==> config.mk <==
export PLATFORM = sky130hd
export DESIGN_NAME = window_force_hold_detector_core_flat
export DESIGN_NICKNAME = d
export VERILOG_FILES = /design/src/hdl/wfhd_pkg.sv /design/src/hdl/wfhd_if.sv /design/src/hdl/window_force_hold_detector_core.sv /design/src/flat_wrapper.sv
export SDC_FILE = /design/constraint.sdc
export NUM_CORES = 2
export LEC_CHECK = 0
export BUFFER_PORTS_ARGS = -buffer_cell sky130_fd_sc_hd__buf_4
export CAP_MARGIN = 5
export CORE_UTILIZATION = 55
export CTS_CLUSTER_DIAMETER = 200
export DETAILED_ROUTE_END_ITERATION = 10
export PLACE_DENSITY_LB_ADDON = 0.05
export SKIP_CTS_REPAIR_TIMING = 1
export SYNTH_ARGS = -nofsm -noshare
export SYNTH_HDL_FRONTEND = slang
export SYNTH_SLANG_ARGS = --single-unit
==> constraint.sdc <==
create_clock -name clock -period 23.9 [get_ports clock]
set_clock_uncertainty 0.1 [all_clocks]
set_input_delay 2.39 -clock clock [delete_from_list [all_inputs] [get_ports clock]]
set_output_delay 2.39 -clock clock [all_outputs]
set_load 0.05 [all_outputs]
==> src/hdl/wfhd_pkg.sv <==
`timescale 1ns / 1ps
// Package for the window, force and hold detector.
// Field widths, register map, reset values and the saturating absolute value.
// No dependencies.
package wfhd_pkg;

   localparam int TIME_W   = 62;
   localparam int END_W    = 63;
   localparam int VALUE_W  = 32;
   localparam int THRESH_W = 31;
   localparam int DUR_W    = 40;
   localparam int CSR_DATA_W = 64;
   localparam int CSR_ADDR_W = 6;
   localparam int REG_IDX_W  = 3;

   // Register indexes, at byte address 8 * index.
   localparam logic [REG_IDX_W-1:0] REG_WINDOW_LOW      = 3'd0;
   localparam logic [REG_IDX_W-1:0] REG_WINDOW_HIGH     = 3'd1;
   localparam logic [REG_IDX_W-1:0] REG_FORCE_THRESHOLD = 3'd2;
   localparam logic [REG_IDX_W-1:0] REG_HOLD_NS         = 3'd3;
   localparam logic [REG_IDX_W-1:0] REG_STRETCH_NS      = 3'd4;

   // Item operation codes.
   localparam logic OP_SAMPLE = 1'b0;
   localparam logic OP_POLL   = 1'b1;

   localparam logic signed [VALUE_W-1:0] WINDOW_LOW_RESET  = 32'sh8000_0000;
   localparam logic signed [VALUE_W-1:0] WINDOW_HIGH_RESET = 32'sh7FFF_FFFF;
   localparam logic [THRESH_W-1:0] FORCE_THRESHOLD_RESET   = 31'd65536000;
   localparam logic [DUR_W-1:0]    HOLD_NS_RESET           = 40'd500000000;
   localparam logic [DUR_W-1:0]    STRETCH_NS_RESET        = 40'd1000000000;

   typedef logic [TIME_W-1:0] time_type;
   typedef logic [END_W-1:0]  end_type;

   // Absolute effort; the most negative value saturates to the largest magnitude.
   function automatic logic [THRESH_W-1:0] abs_sat(input logic signed [VALUE_W-1:0] v);
      logic [VALUE_W-1:0] neg;
      neg = -v;
      if (v == 32'sh8000_0000) begin
         return {THRESH_W{1'b1}};
      end else if (v < 0) begin
         return neg[THRESH_W-1:0];
      end else begin
         return v[THRESH_W-1:0];
      end
   endfunction

endpackage

==> src/hdl/wfhd_if.sv <==
`timescale 1ns / 1ps
// Valid/ready channel interfaces for the detector's request and response beats.
// Depends on wfhd_pkg for field widths.
interface wfhd_req_if;
   logic                                 valid;
   logic                                 ready;
   logic                                 operation;
   logic [wfhd_pkg::TIME_W-1:0]          time_ns;
   logic signed [wfhd_pkg::VALUE_W-1:0]  position;
   logic signed [wfhd_pkg::VALUE_W-1:0]  effort;

   modport source (output valid, operation, time_ns, position, effort, input ready);
   modport sink   (input valid, operation, time_ns, position, effort, output ready);
endinterface

interface wfhd_rsp_if;
   logic valid;
   logic ready;
   logic grasp;
   logic first_trigger;

   modport source (output valid, grasp, first_trigger, input ready);
   modport sink   (input valid, grasp, first_trigger, output ready);
endinterface

==> src/hdl/window_force_hold_detector_core.sv <==
`timescale 1ns / 1ps
// A request beat is taken into the input register, and its result beat, if any, is taken
// into the response register when the evaluation stage advances.
// Throughput: one request beat per cycle while the response side is not stalled; the state
// update of one beat is done in the single evaluation stage, so the next beat follows with no gap.
// A stalled response register holds the evaluation stage, which then holds the input.
// Reset (synchronous, active high) clears all detector state and restores register defaults.
module window_force_hold_detector_core (
   input  logic                                 clock,
   input  logic                                 reset,
   wfhd_req_if.sink                             req_bus,
   wfhd_rsp_if.source                           rsp_bus,
   input  logic                                 psel,
   input  logic                                 penable,
   input  logic                                 pwrite,
   input  logic [wfhd_pkg::CSR_ADDR_W-1:0]      paddr,
   input  logic [wfhd_pkg::CSR_DATA_W-1:0]      pwdata,
   output logic [wfhd_pkg::CSR_DATA_W-1:0]      prdata,
   output logic                                 pready
);

   // Configuration registers.
   logic signed [wfhd_pkg::VALUE_W-1:0]  window_low_ff;
   logic signed [wfhd_pkg::VALUE_W-1:0]  window_high_ff;
   logic [wfhd_pkg::THRESH_W-1:0]        force_threshold_ff;
   logic [wfhd_pkg::DUR_W-1:0]           hold_ns_ff;
   logic [wfhd_pkg::DUR_W-1:0]           stretch_ns_ff;

   logic                                 csr_write;
   logic [wfhd_pkg::REG_IDX_W-1:0]       csr_index;

   // Input stage.
   logic                   s1_valid_ff, s1_valid_in;
   logic                   s1_op_ff;
   wfhd_pkg::time_type     s1_time_ff;
   logic                   s1_cand_ff, s1_cand_in;

   // Detector state.
   logic                   cand_active_ff, cand_active_in;
   logic                   cand_triggered_ff, cand_triggered_in;
   logic                   sig_active_ff, sig_active_in;
   logic                   have_prev_ff, have_prev_in;
   wfhd_pkg::time_type     cand_start_ff, cand_start_in;
   wfhd_pkg::time_type     prev_time_ff, prev_time_in;
   wfhd_pkg::end_type      sig_end_ff, sig_end_in;

   // Response register.
   logic                   out_valid_ff, out_valid_in;
   logic                   out_grasp_ff, out_grasp_in;
   logic                   out_first_ff, out_first_in;

   logic                   req_accept;
   logic                   advance;
   logic                   went_back;
   logic                   eff_cand_active;
   logic                   eff_cand_triggered;
   logic                   eff_sig_active;
   wfhd_pkg::end_type      eff_sig_end;
   wfhd_pkg::time_type     start_time;
   wfhd_pkg::time_type     elapsed;
   logic                   held;
   logic                   produce;

   // ---------------- configuration port ----------------
   assign pready    = 1'b1;
   assign csr_write = psel && penable && pwrite;
   assign csr_index = paddr[wfhd_pkg::CSR_ADDR_W-1:wfhd_pkg::CSR_ADDR_W-wfhd_pkg::REG_IDX_W];

   always_ff @(posedge clock) begin
      if (reset) begin
         window_low_ff      <= wfhd_pkg::WINDOW_LOW_RESET;
         window_high_ff     <= wfhd_pkg::WINDOW_HIGH_RESET;
         force_threshold_ff <= wfhd_pkg::FORCE_THRESHOLD_RESET;
         hold_ns_ff         <= wfhd_pkg::HOLD_NS_RESET;
         stretch_ns_ff      <= wfhd_pkg::STRETCH_NS_RESET;
      end else if (csr_write) begin
         unique case (csr_index)
            wfhd_pkg::REG_WINDOW_LOW: begin
               window_low_ff <= pwdata[wfhd_pkg::VALUE_W-1:0];
            end
            wfhd_pkg::REG_WINDOW_HIGH: begin
               window_high_ff <= pwdata[wfhd_pkg::VALUE_W-1:0];
            end
            wfhd_pkg::REG_FORCE_THRESHOLD: begin
               force_threshold_ff <= pwdata[wfhd_pkg::THRESH_W-1:0];
            end
            wfhd_pkg::REG_HOLD_NS: begin
               hold_ns_ff <= pwdata[wfhd_pkg::DUR_W-1:0];
            end
            wfhd_pkg::REG_STRETCH_NS: begin
               stretch_ns_ff <= pwdata[wfhd_pkg::DUR_W-1:0];
            end
            default: begin
            end
         endcase
      end
   end

   always_comb begin
      unique case (csr_index)
         wfhd_pkg::REG_WINDOW_LOW:
            prdata = {{(wfhd_pkg::CSR_DATA_W-wfhd_pkg::VALUE_W){window_low_ff[wfhd_pkg::VALUE_W-1]}},
                      window_low_ff};
         wfhd_pkg::REG_WINDOW_HIGH:
            prdata = {{(wfhd_pkg::CSR_DATA_W-wfhd_pkg::VALUE_W){window_high_ff[wfhd_pkg::VALUE_W-1]}},
                      window_high_ff};
         wfhd_pkg::REG_FORCE_THRESHOLD:
            prdata = {{(wfhd_pkg::CSR_DATA_W-wfhd_pkg::THRESH_W){1'b0}}, force_threshold_ff};
         wfhd_pkg::REG_HOLD_NS:
            prdata = {{(wfhd_pkg::CSR_DATA_W-wfhd_pkg::DUR_W){1'b0}}, hold_ns_ff};
         wfhd_pkg::REG_STRETCH_NS:
            prdata = {{(wfhd_pkg::CSR_DATA_W-wfhd_pkg::DUR_W){1'b0}}, stretch_ns_ff};
         default:
            prdata = '0;
      endcase
   end

   // ---------------- input stage ----------------
   // The window and force test needs only the beat and the configuration, so it is
   // done on the way into the input register.
   assign advance       = s1_valid_ff && (!out_valid_ff || rsp_bus.ready);
   assign req_bus.ready = !s1_valid_ff || advance;
   assign req_accept    = req_bus.valid && req_bus.ready;

   assign s1_cand_in = (req_bus.position >= window_low_ff) &&
                       (req_bus.position <= window_high_ff) &&
                       (wfhd_pkg::abs_sat(req_bus.effort) >= force_threshold_ff);

   always_comb begin
      s1_valid_in = s1_valid_ff;
      if (req_accept) begin
         s1_valid_in = 1'b1;
      end else if (advance) begin
         s1_valid_in = 1'b0;
      end
   end

   always_ff @(posedge clock) begin
      if (reset) begin
         s1_valid_ff <= 1'b0;
      end else begin
         s1_valid_ff <= s1_valid_in;
      end
   end

   always_ff @(posedge clock) begin
      if (req_accept) begin
         s1_op_ff   <= req_bus.operation;
         s1_time_ff <= req_bus.time_ns;
         s1_cand_ff <= s1_cand_in;
      end
   end

   // ---------------- evaluation stage ----------------
   // A sample stamped before the previous one starts the detector over.
   assign went_back          = have_prev_ff && (s1_time_ff < prev_time_ff);
   assign eff_cand_active    = cand_active_ff && !went_back;
   assign eff_cand_triggered = cand_triggered_ff && !went_back;
   assign eff_sig_active     = sig_active_ff && !went_back;
   assign eff_sig_end        = went_back ? {1'b0, s1_time_ff} : sig_end_ff;
   assign start_time         = eff_cand_active ? cand_start_ff : s1_time_ff;
   assign elapsed            = s1_time_ff - start_time;
   assign held = (s1_time_ff >= start_time) &&
                 (elapsed >= {{(wfhd_pkg::TIME_W-wfhd_pkg::DUR_W){1'b0}}, hold_ns_ff});

   always_comb begin
      cand_active_in    = cand_active_ff;
      cand_triggered_in = cand_triggered_ff;
      sig_active_in     = sig_active_ff;
      have_prev_in      = have_prev_ff;
      cand_start_in     = cand_start_ff;
      prev_time_in      = prev_time_ff;
      sig_end_in        = sig_end_ff;
      produce           = 1'b0;
      out_grasp_in      = 1'b0;
      out_first_in      = 1'b0;
      if (s1_op_ff == wfhd_pkg::OP_POLL) begin
         produce      = 1'b1;
         out_grasp_in = sig_active_ff && ({1'b0, s1_time_ff} <= sig_end_ff);
      end else begin
         have_prev_in  = 1'b1;
         prev_time_in  = s1_time_ff;
         sig_active_in = eff_sig_active;
         sig_end_in    = eff_sig_end;
         if (!s1_cand_ff) begin
            cand_active_in    = 1'b0;
            cand_triggered_in = 1'b0;
         end else begin
            cand_active_in    = 1'b1;
            cand_start_in     = start_time;
            cand_triggered_in = eff_cand_triggered;
            if (held) begin
               // The end time cannot wrap, so the signal is always live here.
               sig_end_in = {1'b0, s1_time_ff} +
                            {{(wfhd_pkg::END_W-wfhd_pkg::DUR_W){1'b0}}, stretch_ns_ff};
               sig_active_in     = 1'b1;
               cand_triggered_in = 1'b1;
               produce           = 1'b1;
               out_grasp_in      = 1'b1;
               out_first_in      = !eff_cand_triggered;
            end
         end
      end
   end

   always_ff @(posedge clock) begin
      if (reset) begin
         cand_active_ff    <= 1'b0;
         cand_triggered_ff <= 1'b0;
         sig_active_ff     <= 1'b0;
         have_prev_ff      <= 1'b0;
         cand_start_ff     <= '0;
         prev_time_ff      <= '0;
         sig_end_ff        <= '0;
      end else if (advance) begin
         cand_active_ff    <= cand_active_in;
         cand_triggered_ff <= cand_triggered_in;
         sig_active_ff     <= sig_active_in;
         have_prev_ff      <= have_prev_in;
         cand_start_ff     <= cand_start_in;
         prev_time_ff      <= prev_time_in;
         sig_end_ff        <= sig_end_in;
      end
   end

   // ---------------- response register ----------------
   always_comb begin
      out_valid_in = out_valid_ff;
      if (advance) begin
         out_valid_in = produce;
      end else if (rsp_bus.ready) begin
         out_valid_in = 1'b0;
      end
   end

   always_ff @(posedge clock) begin
      if (reset) begin
         out_valid_ff <= 1'b0;
      end else begin
         out_valid_ff <= out_valid_in;
      end
   end

   always_ff @(posedge clock) begin
      if (advance && produce) begin
         out_grasp_ff <= out_grasp_in;
         out_first_ff <= out_first_in;
      end
   end

   assign rsp_bus.valid         = out_valid_ff;
   assign rsp_bus.grasp         = out_grasp_ff;
   assign rsp_bus.first_trigger = out_first_ff;

endmodule

==> src/flat_wrapper.sv <==
// flat-port wrapper written by rule: the top's interface ports become plain ports
module window_force_hold_detector_core_flat 
  (clock, reset, psel, penable, pwrite, paddr, pwdata, prdata, pready, req_bus_valid, req_bus_operation, req_bus_time_ns, req_bus_position, req_bus_effort, req_bus_ready, rsp_bus_valid, rsp_bus_grasp, rsp_bus_first_trigger, rsp_bus_ready);
  wfhd_req_if req_bus_i ();
  wfhd_rsp_if rsp_bus_i ();
  input  logic clock;
  input  logic reset;
  input  logic psel;
  input  logic penable;
  input  logic pwrite;
  input  logic [wfhd_pkg::CSR_ADDR_W-1:0] paddr;
  input  logic [wfhd_pkg::CSR_DATA_W-1:0] pwdata;
  output logic [wfhd_pkg::CSR_DATA_W-1:0] prdata;
  output logic pready;
  input wire logic [$bits(req_bus_i.valid)-1:0] req_bus_valid;
  input wire logic [$bits(req_bus_i.operation)-1:0] req_bus_operation;
  input wire logic [$bits(req_bus_i.time_ns)-1:0] req_bus_time_ns;
  input wire logic [$bits(req_bus_i.position)-1:0] req_bus_position;
  input wire logic [$bits(req_bus_i.effort)-1:0] req_bus_effort;
  output wire logic [$bits(req_bus_i.ready)-1:0] req_bus_ready;
  output wire logic [$bits(rsp_bus_i.valid)-1:0] rsp_bus_valid;
  output wire logic [$bits(rsp_bus_i.grasp)-1:0] rsp_bus_grasp;
  output wire logic [$bits(rsp_bus_i.first_trigger)-1:0] rsp_bus_first_trigger;
  input wire logic [$bits(rsp_bus_i.ready)-1:0] rsp_bus_ready;
  assign req_bus_i.valid = req_bus_valid;
  assign req_bus_i.operation = req_bus_operation;
  assign req_bus_i.time_ns = req_bus_time_ns;
  assign req_bus_i.position = req_bus_position;
  assign req_bus_i.effort = req_bus_effort;
  assign req_bus_ready = req_bus_i.ready;
  assign rsp_bus_valid = rsp_bus_i.valid;
  assign rsp_bus_grasp = rsp_bus_i.grasp;
  assign rsp_bus_first_trigger = rsp_bus_i.first_trigger;
  assign rsp_bus_i.ready = rsp_bus_ready;
  window_force_hold_detector_core u_core (.clock(clock), .reset(reset), .req_bus(req_bus_i), .rsp_bus(rsp_bus_i), .psel(psel), .penable(penable), .pwrite(pwrite), .paddr(paddr), .pwdata(pwdata), .prdata(prdata), .pready(pready));
endmodule
==> flow_metrics.py <==
metrics = {
    "outcome": {
        "status": "complete, no violations",
    },
    "cells_and_area": {
        "fin_area_sq_um": 35100,
        "fillCellCount": 5158,
        "drive_above_1_share_pct": 10.8,
        "area_growth_pct": 12.2,
        "fin_util_pct": 62.4,
        "fin_nets": 4638,
    },
    "routing": {
        "wirelength_um": 102000,
        "drt_pass1_iterations": 5,
        "wl_per_cell_um": 21.0,
        "drc_errors": 0,
        "first_iter_violations": 2483,
        "vias_per_cell": 6.02,
        "vias": 29351,
        "ant_nets": 0,
    },
    "clock_tree": {
        "cts_tree": "built",
        "htreeDepth": 2,
        "clockBufferDepth": 3,
        "clock-sinks": 434,
        "clkLatencyLatePin_ns": 0.62,
        "cts_made_buffers": 50,
        "clk_pin_slew_ns": 0.06,
        "clockRootBuffer": "clkbuf_16",
    },
    "worst_setup_path": {
        "path_class": "flip-flop to flip-flop",
        "reg2reg_from": "u_core.s1_time_ff[56]$_DFFE_PP_",
        "slowest_delay_ns": 0.71,
        "startpoint_type": "flip-flop",
        "slowest_stage": "or4_1",
        "startpoint": "u_core.s1_time_ff[56]$_DFFE_PP_",
        "crit_required_ns": 24.29,
        "crit_top_cell": "nand4_1",
        "cp-end-kind": "flip-flop",
        "crit_fanout": 36,
        "crit_arrival_ns": 13.31,
    },
    "timing": {
        "slew_violations": 0,
        "finalCritPeriodShare_pct": 54.1,
        "fmax_mhz": 77.4,
        "hold_violations": 0,
        "timing_worst_slew_pin_value_ns": 1.16,
        "fin_setup_tns_ns": 0,
        "setup_viol": 0,
        "relSlewSlack_pct": 22.8,
        "whs_ns": 0.354,
        "rsz0062_at_grt": "no",
        "fin_crit_ns": 12.92,
    },
    "die": {
        "start_util_pct": 55.6,
        "die_w_um": 241,
        "die-area_sq_um": 57800,
        "die_y_um": 241,
        "core_region_area_sq_um": 56300,
        "pin_count": 273,
        "num_rows": 87,
    },
    "power": {
        "power_leakage_nw": 14.6,
        "max-vdd-ir-drop_uv": 63.2,
        "total_power_mw": 2.07,
        "p_per_area_nw_per_um2": 59.0,
    },
    "placement": {
        "place.gp.congestion": 1.01,
        "dp_hpwl_um": 76800,
        "post_dp_cell_area_sq_um": 33400,
        "io_buffers": 244,
    },
    "logic_synthesis": {
        "synth_area_sq_um": 31300,
        "yosysUniqueCellTypes": 91,
        "synth_top_cell_area_share_pct": 23.5,
        "netlist_top_cells_area": "dfxtp_1 (24%), ha_1 (14%), nand2_1 (7.8%)",
        "ys_seq_area_share_pct": 29.9,
        "ys_warn_count": 0,
        "synth-edff-count": 66,
        "async_flop_share_pct": 0,
        "ys_seq_elements": 434,
        "synth_ff_type": "dfxtp_1",
        "syn_nets": 4540,
        "syn_inst": 3982,
        "synth_top_area_cell": "dfxtp_1",
        "syn-mean-instance-area_sq_um": 7.86,
    },
    "global_routing": {
        "grt_util_all_layers_pct": 35.0,
        "grt_pass1_vias": 26855,
        "grt_max_degree": 116,
        "antenna_found_initial": 1,
        "grt_pass1_wl_um": 156000,
        "grt-ovfl-total": 0,
    },
    "worst_hold_path": {
        "hp-start": "u_core.prev_time_ff[60]$_SDFFE_PP0P_",
        "hold_class": "flip-flop to flip-flop",
    },
    "job": {
        "cap_violations": 0,
    },
}
[sequential cells by signal, summed over array words and instances (netlist names), 31 cells and up]
name,cells
u_core.window_high_ff,32
u_core.s1_time_ff,62
u_core.stretch_ns_ff,40
u_core.hold_ns_ff,40
u_core.force_threshold_ff,31
u_core.cand_start_ff,62
u_core.prev_time_ff,62
u_core.sig_end_ff,63
u_core.window_low_ff,32
[final timing paths]
path	end	slack [ns]	cells after the start
min reg2reg	u_core.prev_time_ff[60]$_SDFFE_PP0P_	0.35	2
max reg2reg	u_core.sig_end_ff[60]$_SDFFE_PP0P_	10.98	40
min	u_core.prev_time_ff[60]$_SDFFE_PP0P_	0.35	2
max	u_core.sig_end_ff[60]$_SDFFE_PP0P_	10.98	40
[kinds of logic (layout without fill, tap and decap cells)]
kind of cell | after synthesis | after routing | share of synthesized area [%]
buf+inv | 548 | 685 | 7.18
xor+xnor | 113 | 113 | 3.16
flops | 434 | 434 | 29.9
other cells | 1 | 2 | 0.0120
fa+ha+maj | 356 | 356 | 14.2
compound gates | 1118 | 1118 | 23.2
mux | 97 | 97 | 3.16
simple gates | 1315 | 1315 | 19.2
[final cells by class]
cell class                      instances  area (sq um)  area share [%]
Multi-Input combinational cell       3000         19800            56.3
Sequential cell                       434          9350            26.6
Clock inverter                         31           374            1.07
Clock buffer                           60          1380            3.93
Tap cell                              756           946            2.69
Timing Repair Buffer                  284          2140            6.09
Antenna cell                            1          2.50         0.00713
Inverter                              310          1160            3.31
[critical path: cells and delay by family (launching register included)]
kind	cells	cell delay [ns]
AOI/OAI and AO/OA	19	5.33
and+or+nand+nor	13	3.74
adders and majority gates	3	1.21
buffers and inverters	3	1.15
DFF	1	0.61
xor gates and xnor gates	1	0.37
muxes	1	0.21
[cell usage after synthesis, types with 54 or more instances]
master,instances
a211oi_1,85
a21o_1,109
a21oi_1,425
clkbuf_1,167
dfxtp_1,368
edfxtp_1,66
ha_1,353
inv_1,309
mux2i_1,92
nand2_1,653
nand2b_1,57
nand3_1,69
nand4_1,86
nor2_1,209
nor2b_1,55
o211ai_1,65
o21ai_0,172
xnor2_1,54
xor2_1,59
[cell usage in the layout (no fill, tap or decap), types with 23 or more instances in the layout]
cell type  count
a211oi_1      85
a21o_1       109
a21oi_1      425
a221o_1       43
buf_4        283
clkbuf_16     52
dfxtp_1      368
edfxtp_1      66
ha_1         353
inv_1        309
mux2i_1       92
nand2_1      651
nand2b_1      57
nand3_1       68
nand4_1       86
nor2_1       208
nor2b_1       55
nor3_1        50
o211ai_1      65
o21ai_0      172
o221a_2       23
xnor2_1       54
xor2_1        59
[per-stage QoR]
step | setup WS (ns) | cells
after detailed placement | 11.36 | 4784
after global placement | 11.38 | 4784
after floorplan | 13.94 | 3982
after global routing | 10.65 | 4875
final | 10.98 | 4876
after CTS | 11.33 | 4875
[routing by layer]
layer / global-route usage [%] / up-vias / part of all wire, % / routed length (um)
li1: - / 14342 / - / -
met1: 45.4 / 13750 / 43 / 43700
met2: 57.1 / 1035 / 46 / 46800
met3: 3.75 / 224 / 6.0 / 6130
met4: 18.5 / 0 / 5.7 / 5820
met5: 0 / - / 0 / 0
[power breakdown]
| part | switching, mW | leakage, nW | internal [mW] |
|---|---|---|---|
| Clock | 0.332 | 0.850 | 0.498 |
| Combinational | 0.278 | 10.2 | 0.174 |
| Sequential | 0.0280 | 3.62 | 0.762 |
(Power assumes the default switching activity.)
